--- src/rtl/core/pcpd_pkg.sv ---
`timescale 1ns / 1ps
// Package for the patch column post decoder: field widths, register indexes,
// result kinds and the word passed from the parser to the address stage.
// No dependencies.
package pcpd_pkg;

    localparam int DATA_W      = 8;
    localparam int COORD_W     = 16;
    localparam int ROW_W       = 18;
    localparam int ADDR_W      = 24;
    localparam int CFG_W       = 13;
    localparam int CFG_IDX_W   = 2;
    localparam int IN_TDATA_W  = 40;
    localparam int OUT_TDATA_W = 32;

    localparam int MAX_IMAGE_SIDE_DEF = 4096;

    localparam logic [DATA_W-1:0] END_MARK = 8'hFF;

    localparam logic [CFG_IDX_W-1:0] REG_IMAGE_WIDTH  = 2'd0;
    localparam logic [CFG_IDX_W-1:0] REG_IMAGE_HEIGHT = 2'd1;
    localparam logic [CFG_IDX_W-1:0] REG_TRANSPARENT  = 2'd2;
    localparam logic [CFG_IDX_W-1:0] REG_REPLACEMENT  = 2'd3;

    localparam logic [CFG_W-1:0]  RST_IMAGE_WIDTH  = 13'd320;
    localparam logic [CFG_W-1:0]  RST_IMAGE_HEIGHT = 13'd200;
    localparam logic [DATA_W-1:0] RST_TRANSPARENT  = 8'd247;
    localparam logic [DATA_W-1:0] RST_REPLACEMENT  = 8'd0;

    localparam logic KIND_PIXEL   = 1'b0;
    localparam logic KIND_COL_END = 1'b1;

    typedef struct packed {
        logic                kind;
        logic [ROW_W-1:0]    row;
        logic [COORD_W-1:0]  x;
        logic [DATA_W-1:0]   value;
    } t_pix_req;

endpackage

--- src/rtl/core/pcpd_parser.sv ---
`timescale 1ns / 1ps
// Post parser: walks the column byte stream, keeps the column origin and row,
// and registers at most one pixel or column-end request per word. Uses pcpd_pkg.
module pcpd_parser #(
    parameter int SIDE_W = 13
) (
    input  logic                          i_clk,
    input  logic                          i_rst_n,
    input  logic                          i_accept,
    input  logic                          i_advance,
    input  logic [pcpd_pkg::DATA_W-1:0]   i_data_byte,
    input  logic                          i_column_start,
    input  logic [pcpd_pkg::COORD_W-1:0]  i_column_x,
    input  logic [pcpd_pkg::COORD_W-1:0]  i_column_y,
    input  logic [SIDE_W-1:0]             i_width,
    input  logic [SIDE_W-1:0]             i_height,
    input  logic [pcpd_pkg::DATA_W-1:0]   i_transparent,
    input  logic [pcpd_pkg::DATA_W-1:0]   i_replacement,
    output logic                          o_valid,
    output pcpd_pkg::t_pix_req            o_req
);
    import pcpd_pkg::*;

    localparam logic [2:0] PH_IDLE = 3'd0;
    localparam logic [2:0] PH_TOP  = 3'd1;
    localparam logic [2:0] PH_LEN  = 3'd2;
    localparam logic [2:0] PH_PAD1 = 3'd3;
    localparam logic [2:0] PH_PIX  = 3'd4;
    localparam logic [2:0] PH_PAD2 = 3'd5;
    localparam logic [2:0] PH_DONE = 3'd6;

    logic [2:0]          r_phase,  n_phase;
    logic [DATA_W-1:0]   r_left,   n_left;
    logic [ROW_W-1:0]    r_row,    n_row;
    logic [COORD_W-1:0]  r_ox,     n_ox;
    logic [COORD_W-1:0]  r_oy,     n_oy;
    logic                r_valid,  n_valid;
    t_pix_req            r_req,    n_req;

    logic [2:0]          eff_phase;
    logic [DATA_W-1:0]   eff_left;
    logic [DATA_W-1:0]   left_dec;
    logic                x_in;
    logic                row_in;
    logic                emit;

    always_comb begin
        eff_phase = i_column_start ? PH_TOP : r_phase;
        eff_left  = i_column_start ? '0 : r_left;
        left_dec  = eff_left - DATA_W'(1);
        x_in      = !r_ox[COORD_W-1] && (17'(r_ox) < 17'(i_width));
        row_in    = !r_row[ROW_W-1] && (r_row < ROW_W'(i_height));

        n_phase = r_phase;
        n_left  = r_left;
        n_row   = r_row;
        n_ox    = r_ox;
        n_oy    = r_oy;
        emit    = 1'b0;
        n_req.kind  = KIND_PIXEL;
        n_req.row   = r_row;
        n_req.x     = r_ox;
        n_req.value = (i_data_byte == i_transparent) ? i_replacement : i_data_byte;

        if (i_accept) begin
            if (i_column_start) begin
                n_ox   = i_column_x;
                n_oy   = i_column_y;
                n_left = '0;
                n_phase = PH_TOP;
            end
            unique case (eff_phase)
                PH_TOP: begin
                    if (i_data_byte == END_MARK) begin
                        n_phase     = PH_DONE;
                        emit        = 1'b1;
                        n_req.kind  = KIND_COL_END;
                        n_req.value = '0;
                    end else begin
                        n_row   = {{(ROW_W-COORD_W){n_oy[COORD_W-1]}}, n_oy}
                                  + ROW_W'(i_data_byte);
                        n_phase = PH_LEN;
                    end
                end
                PH_LEN: begin
                    n_left  = i_data_byte;
                    n_phase = PH_PAD1;
                end
                PH_PAD1: begin
                    n_phase = (eff_left != '0) ? PH_PIX : PH_PAD2;
                end
                PH_PIX: begin
                    n_row  = r_row + ROW_W'(1);
                    n_left = left_dec;
                    if (left_dec == '0) begin
                        n_phase = PH_PAD2;
                    end
                    emit = x_in && row_in;
                end
                PH_PAD2: begin
                    n_phase = PH_TOP;
                end
                default: begin
                end
            endcase
        end

        n_valid = i_advance ? emit : r_valid;
    end

    always_ff @(posedge i_clk) begin
        if (!i_rst_n) begin
            r_phase <= PH_IDLE;
            r_left  <= '0;
            r_row   <= '0;
            r_ox    <= '0;
            r_oy    <= '0;
            r_valid <= 1'b0;
        end else begin
            r_phase <= n_phase;
            r_left  <= n_left;
            r_row   <= n_row;
            r_ox    <= n_ox;
            r_oy    <= n_oy;
            r_valid <= n_valid;
        end
    end

    always_ff @(posedge i_clk) begin
        if (i_advance) begin
            r_req <= n_req;
        end
    end

    assign o_valid = r_valid;
    assign o_req   = r_req;

endmodule

--- src/rtl/core/pcpd_addr.sv ---
`timescale 1ns / 1ps
// Address stage: forms row * width + x for pixel requests and holds the
// result word in the output register. Uses pcpd_pkg.
module pcpd_addr #(
    parameter int SIDE_W = 13
) (
    input  logic                          i_clk,
    input  logic                          i_rst_n,
    input  logic                          i_valid,
    input  pcpd_pkg::t_pix_req            i_req,
    input  logic [SIDE_W-1:0]             i_width,
    input  logic                          i_out_ready,
    output logic                          o_advance,
    output logic                          o_valid,
    output logic                          o_kind,
    output logic [pcpd_pkg::ADDR_W-1:0]   o_addr,
    output logic [pcpd_pkg::DATA_W-1:0]   o_value
);
    import pcpd_pkg::*;

    localparam int PROD_W = 2 * SIDE_W;
    localparam int SUM_W  = (PROD_W + 1 > ADDR_W) ? PROD_W + 1 : ADDR_W;

    logic                r_valid;
    logic                r_kind;
    logic [ADDR_W-1:0]   r_addr,  n_addr;
    logic [DATA_W-1:0]   r_value;
    logic [PROD_W-1:0]   prod;
    logic [SUM_W-1:0]    sum;

    always_comb begin
        prod = i_req.row[SIDE_W-1:0] * i_width;
        sum  = SUM_W'(prod) + SUM_W'(i_req.x);
        n_addr = (i_req.kind == KIND_COL_END) ? '0 : sum[ADDR_W-1:0];
    end

    assign o_advance = !r_valid || i_out_ready;

    always_ff @(posedge i_clk) begin
        if (!i_rst_n) begin
            r_valid <= 1'b0;
        end else if (o_advance) begin
            r_valid <= i_valid;
        end
    end

    always_ff @(posedge i_clk) begin
        if (o_advance) begin
            r_kind  <= i_req.kind;
            r_addr  <= n_addr;
            r_value <= i_req.value;
        end
    end

    assign o_valid = r_valid;
    assign o_kind  = r_kind;
    assign o_addr  = r_addr;
    assign o_value = r_value;

endmodule

--- src/rtl/core/patch_column_post_decoder.sv ---
`timescale 1ns / 1ps
// Patch column post decoder, top level: configuration registers, post parser
// and address stage. Uses pcpd_pkg, pcpd_parser and pcpd_addr.
// Results pass the parser request register, then the address stage register.
// Throughput: one input word per cycle unless the output stalls, set by the
// parser and the multiply-add of the address stage, each between registers.
// Reset (synchronous, active low) idles the parser and restores the registers.
module patch_column_post_decoder #(
    parameter int MAX_IMAGE_SIDE = pcpd_pkg::MAX_IMAGE_SIDE_DEF
) (
    input  logic                              i_clk,
    input  logic                              i_rst_n,
    input  logic                              i_cfg_we,
    input  logic [pcpd_pkg::CFG_IDX_W-1:0]    i_cfg_idx,
    input  logic [pcpd_pkg::CFG_W-1:0]        i_cfg_wdata,
    input  logic                              s_axis_tvalid,
    output logic                              s_axis_tready,
    // data_byte [7:0], column_x [23:8], column_y [39:24]
    input  logic [pcpd_pkg::IN_TDATA_W-1:0]   s_axis_tdata,
    // column_start [0]
    input  logic                              s_axis_tuser,
    output logic                              m_axis_tvalid,
    input  logic                              m_axis_tready,
    // pixel_address [23:0], pixel_value [31:24]
    output logic [pcpd_pkg::OUT_TDATA_W-1:0]  m_axis_tdata,
    // result_kind [0]
    output logic                              m_axis_tuser
);
    import pcpd_pkg::*;

    localparam int SIDE_W = $clog2(MAX_IMAGE_SIDE + 1);

    logic [CFG_W-1:0]   r_width;
    logic [CFG_W-1:0]   r_height;
    logic [DATA_W-1:0]  r_transparent;
    logic [DATA_W-1:0]  r_replacement;

    logic [SIDE_W-1:0]  width_c;
    logic [SIDE_W-1:0]  height_c;
    logic               advance;
    logic               accept;
    logic               out_ready_path;
    logic               req_valid;
    t_pix_req           req;
    logic               out_kind;
    logic [ADDR_W-1:0]  out_addr;
    logic [DATA_W-1:0]  out_value;

    always_ff @(posedge i_clk) begin
        if (!i_rst_n) begin
            r_width       <= RST_IMAGE_WIDTH;
            r_height      <= RST_IMAGE_HEIGHT;
            r_transparent <= RST_TRANSPARENT;
            r_replacement <= RST_REPLACEMENT;
        end else if (i_cfg_we) begin
            unique case (i_cfg_idx)
                REG_IMAGE_WIDTH:  r_width       <= i_cfg_wdata;
                REG_IMAGE_HEIGHT: r_height      <= i_cfg_wdata;
                REG_TRANSPARENT:  r_transparent <= i_cfg_wdata[DATA_W-1:0];
                REG_REPLACEMENT:  r_replacement <= i_cfg_wdata[DATA_W-1:0];
                default: begin
                end
            endcase
        end
    end

    always_comb begin
        width_c  = (32'(r_width) > 32'(MAX_IMAGE_SIDE)) ? SIDE_W'(MAX_IMAGE_SIDE)
                                                        : SIDE_W'(r_width);
        height_c = (32'(r_height) > 32'(MAX_IMAGE_SIDE)) ? SIDE_W'(MAX_IMAGE_SIDE)
                                                         : SIDE_W'(r_height);
    end

    assign advance       = !req_valid || out_ready_path;
    assign s_axis_tready = advance;
    assign accept        = s_axis_tvalid && advance;

    pcpd_parser #(
        .SIDE_W (SIDE_W)
    ) u_parser (
        .i_clk          (i_clk),
        .i_rst_n        (i_rst_n),
        .i_accept       (accept),
        .i_advance      (advance),
        .i_data_byte    (s_axis_tdata[7:0]),
        .i_column_start (s_axis_tuser),
        .i_column_x     (s_axis_tdata[23:8]),
        .i_column_y     (s_axis_tdata[39:24]),
        .i_width        (width_c),
        .i_height       (height_c),
        .i_transparent  (r_transparent),
        .i_replacement  (r_replacement),
        .o_valid        (req_valid),
        .o_req          (req)
    );

    pcpd_addr #(
        .SIDE_W (SIDE_W)
    ) u_addr (
        .i_clk       (i_clk),
        .i_rst_n     (i_rst_n),
        .i_valid     (req_valid),
        .i_req       (req),
        .i_width     (width_c),
        .i_out_ready (m_axis_tready),
        .o_advance   (out_ready_path),
        .o_valid     (m_axis_tvalid),
        .o_kind      (out_kind),
        .o_addr      (out_addr),
        .o_value     (out_value)
    );

    assign m_axis_tdata = {out_value, out_addr};
    assign m_axis_tuser = out_kind;

endmodule
--- config.mk ---
export PLATFORM = sky130hd
export DESIGN_NAME = patch_column_post_decoder
export DESIGN_NICKNAME = d
export VERILOG_FILES = /design/src/rtl/core/pcpd_pkg.sv /design/src/rtl/core/pcpd_parser.sv /design/src/rtl/core/pcpd_addr.sv /design/src/rtl/core/patch_column_post_decoder.sv
export SDC_FILE = /design/constraint.sdc
export NUM_CORES = 1
export LEC_CHECK = 0
export BUFFER_PORTS_ARGS = -buffer_cell sky130_fd_sc_hd__buf_2
export CORE_MARGIN = 1.5
export CORE_UTILIZATION = 64
export CTS_BUF_LIST = sky130_fd_sc_hd__clkbuf_4
export DETAILED_ROUTE_END_ITERATION = 10
export PLACE_DENSITY_LB_ADDON = 0.05
export RECOVER_POWER = 100
export SLEW_MARGIN = 20
export SYNTH_ARGS = -nofsm -noshare
export SYNTH_HDL_FRONTEND = slang
export SYNTH_SLANG_ARGS = --single-unit
--- constraint.sdc ---
create_clock -name i_clk -period 6.9 [get_ports i_clk]
set_input_delay 1.38 -clock i_clk [delete_from_list [all_inputs] [get_ports i_clk]]
set_output_delay 1.38 -clock i_clk [all_outputs]
set_load 0.02 [all_outputs]
==> impl_metrics.json <==
{
  "finalCritPeriodShare_pct": 94.3,
  "portBuffers": 95,
  "drv_cap": 5,
  "synth-async-reset-ratio_pct": 0,
  "total_power_w": 0.00251,
  "cts_buffers": 17,
  "cp.arrival_ns": 6.89,
  "p_int_w": 0.00159,
  "cts.clk_slew.worst_paths_ns": 0.20,
  "cts_tree": "yes",
  "die-width_um": 154,
  "yosys.area_share.adder_pct": 27.9,
  "p_sw_share_pct": 36.6,
  "gp_congestion": 0.938,
  "start_util_pct": 65.9,
  "routed_wl_um": 33300,
  "cp_slowest_cell": "fa_1",
  "power.leakage_nw": 7.29,
  "hold_path.class": "reg -> reg",
  "finalMaxSlewViolations": 214,
  "hold_buffers": 0,
  "violations": "max-capacitance violations, max-slew violations",
  "cts_setup_buffers": 0,
  "max_stage_delay_ns": 0.53,
  "cp-end-kind": "register",
  "worst_pin_slew_ns": 2.53,
  "ant_nets": 0,
  "syn_inst": 1615,
  "pwr-share-comb_pct": 24.2,
  "cts-root-buf": "clkbuf_4",
  "htreeDepth": 4,
  "clkLatencyLatePin_ns": 0.60,
  "grt_max_degree": 61,
  "area_growth_pct": 6.75,
  "ys_warn_count": 0,
  "drc": 0,
  "die_y_um": 154,
  "synth_area_um2": 14500,
  "grt_util_all_layers_pct": 29.3,
  "hold_viol": 0,
  "final_cell_mix": "nand2_1, inv_1, fa_1",
  "cts_buffer_depth": 2,
  "power_density_nw_per_um2": 162,
  "syn_avg_cell_area_um2": 8.99,
  "switching_power_w": 0.000918,
  "core_um2": 22000,
  "skew_ns": 0.0370,
  "rows": 54,
  "path_buf_inv": 7,
  "yosys.area_share.simple_pct": 19.6,
  "muxShareOfSynthArea_pct": 2.43,
  "ctsResizeCount": 0,
  "layout.nets": 1989,
  "fill_cells": 1835,
  "critPathTopFamily": "adder cells",
  "synth_enable_flop_cells": 71,
  "peakVddDrop_v": 0.000130,
  "finish.utilization_pct": 70.3,
  "ios": 96,
  "grt_pass1_wl_um": 55300,
  "grt_pass1_vias": 11400,
  "viasPerCell": 5.72,
  "slew_headroom_pct": -68.8,
  "clkPwrFrac_pct": 26.9,
  "synth.distinct_cells": 76,
  "synth_xor_area_share_pct": 2.59,
  "overflow": 0,
  "drive_above_1_share_pct": 7.54,
  "synth_seq_cells": 176,
  "antenna_found_initial": 1,
  "p_seq_share_pct": 48.9,
  "grt_setup_unrepaired": "no",
  "required_ns": 7.29,
  "ys_seq_area_share_pct": 29.2,
  "start_kind": "register",
  "clock_sinks": 176,
  "crit_type": "reg -> reg",
  "dieArea_um2": 23600,
  "outcome": "finished, violations left",
  "path_cells": "nor2b_1 > clkbuf_1 > and2_0 > fa_1 > inv_1 > fa_1 > inv_1 > fa_1 > inv_1 > fa_1 > inv_1 > fa_1 > inv_1 > fa_1 > inv_1 > ha_1 > a21oi_1 > o211ai_1 > and2_0 > a31oi_1 > a21oi_1 > o41ai_1 > mux2_1",
  "fin_setup_tns_ns": 0,
  "post_drt_wl_per_cell_um": 16.8,
  "synth_compound_area_share_pct": 11.1,
  "fmax_mhz": 154,
  "setup_viol": 0,
  "fin_crit_ns": 6.51,
  "first_pass_iters": 6,
  "vias": 11300,
  "synth_nets": 1920,
  "post-dp-hpwl_um": 26000,
  "synth_top_flop_cell": "dfxtp_1",
  "synth_top_family_by_area": "adder cells",
  "drt-initial-drc-count": 873,
  "path_max_fanout": 8,
  "final_common_cell": "nand2_1"
}
==> final timing paths <==
check	startpoint	end	slack [ns]	cells after the start
worst max register to register	r_width[2]	u_addr.o_addr[22]	0.39	23
worst min register to register	u_parser.o_req[6]	u_addr.o_value[6]	0.45	0
worst min-delay path	u_parser.o_req[6]	u_addr.o_value[6]	0.45	0
worst max-delay path	r_width[2]	u_addr.o_addr[22]	0.39	23
==> through the flow <==
step	instance area [um2]	setup WS, ns	hold slack [ns]	cells
after floorplan	14500	0.503	0.400	1615
after global placement	15200	0.529	0.402	1945
after detailed placement	15200	0.428	0.406	1945
after CTS	15600	0.439	0.449	1977
after global routing	15500	0.0421	0.455	1978
final	15500	0.393	0.450	1978
==> cells by family after synthesis <==
logic type,count (synthesis)
flip-flops,176
AND/OR/NAND/NOR,596
adder cells (fa/ha/maj),244
buffers and inverters,269
multiplexers,34
AO/OA/AOI/OAI,253
XOR/XNOR,43
==> per-layer routing <==
| metal | vias to the layer above | GRT usage [%] | part of all wire [%] |
|---|---|---|---|
| li1 | 5475 | - | - |
| met1 | 5377 | 37.3 | 43 |
| met2 | 382 | 51.1 | 49 |
| met3 | 82 | 3.61 | 5.1 |
| met4 | 0 | 11.4 | 3.5 |
| met5 | - | 0 | 0 |
==> cells in the mapped netlist, types with 6 or more instances <==
cell type	number	area, um2
o21a_1	9	67.6
mux2_2	8	90.1
xor2_1	20	175
edfxtp_1	71	2130
nor4_1	13	81.3
a21oi_1	87	435
fa_1	133	2660
a211oi_1	6	45.0
a21boi_0	26	195
dfxtp_1	105	2100
nor2b_1	28	175
nand3_1	37	185
o21ai_0	49	245
a21o_1	9	67.6
and3_1	10	62.6
nand2b_1	9	56.3
a31oi_1	8	50.1
nand4_1	8	50.1
mux2i_1	24	240
nand3b_1	8	60.1
nand2_1	274	1030
nor3_1	15	75.1
o211ai_1	7	52.6
nor2_1	84	315
xnor2_1	23	201
buf_1	7	26.3
a22oi_1	9	67.6
ha_1	111	1390
clkbuf_1	58	218
and2_1	82	513
inv_1	194	728
==> power groups by stage <==
stage	Clock [W]	Sequential, W	Combinational, W
after global placement	0	0.00125	0.000601
after global routing	0.000722	0.00124	0.000687
after detailed placement	0	0.00125	0.000616
after floorplan	0	0.00126	0.000416
final	0.000674	0.00123	0.000607
after CTS	0.000687	0.00123	0.000619
==> state kept, by name, summed over array words and instances (netlist names) <==
name / cells
u_parser.o_valid: 1
u_parser.r_ox: 16
u_addr.o_valid: 1
u_parser.r_phase: 3
u_addr.o_kind: 1
u_parser.r_left: 8
u_addr.o_addr: 24
r_width: 13
r_height: 13
r_transparent: 8
r_replacement: 8
u_parser.r_row: 18
u_parser.r_oy: 16
u_parser.o_req: 38
u_addr.o_value: 8
==> final cells by class <==
type	count	area, um2	area share (%)
antenna	1	2.50	0.0161
clock buffer	17	128	0.824
clock inverter	15	208	1.34
inverter	196	736	4.75
multi-input combinational	1170	9230	59.5
sequential	176	4230	27.3
tap	280	350	2.26
timing repair buffer	123	612	3.95
Power figures use the tool's default switching activity.
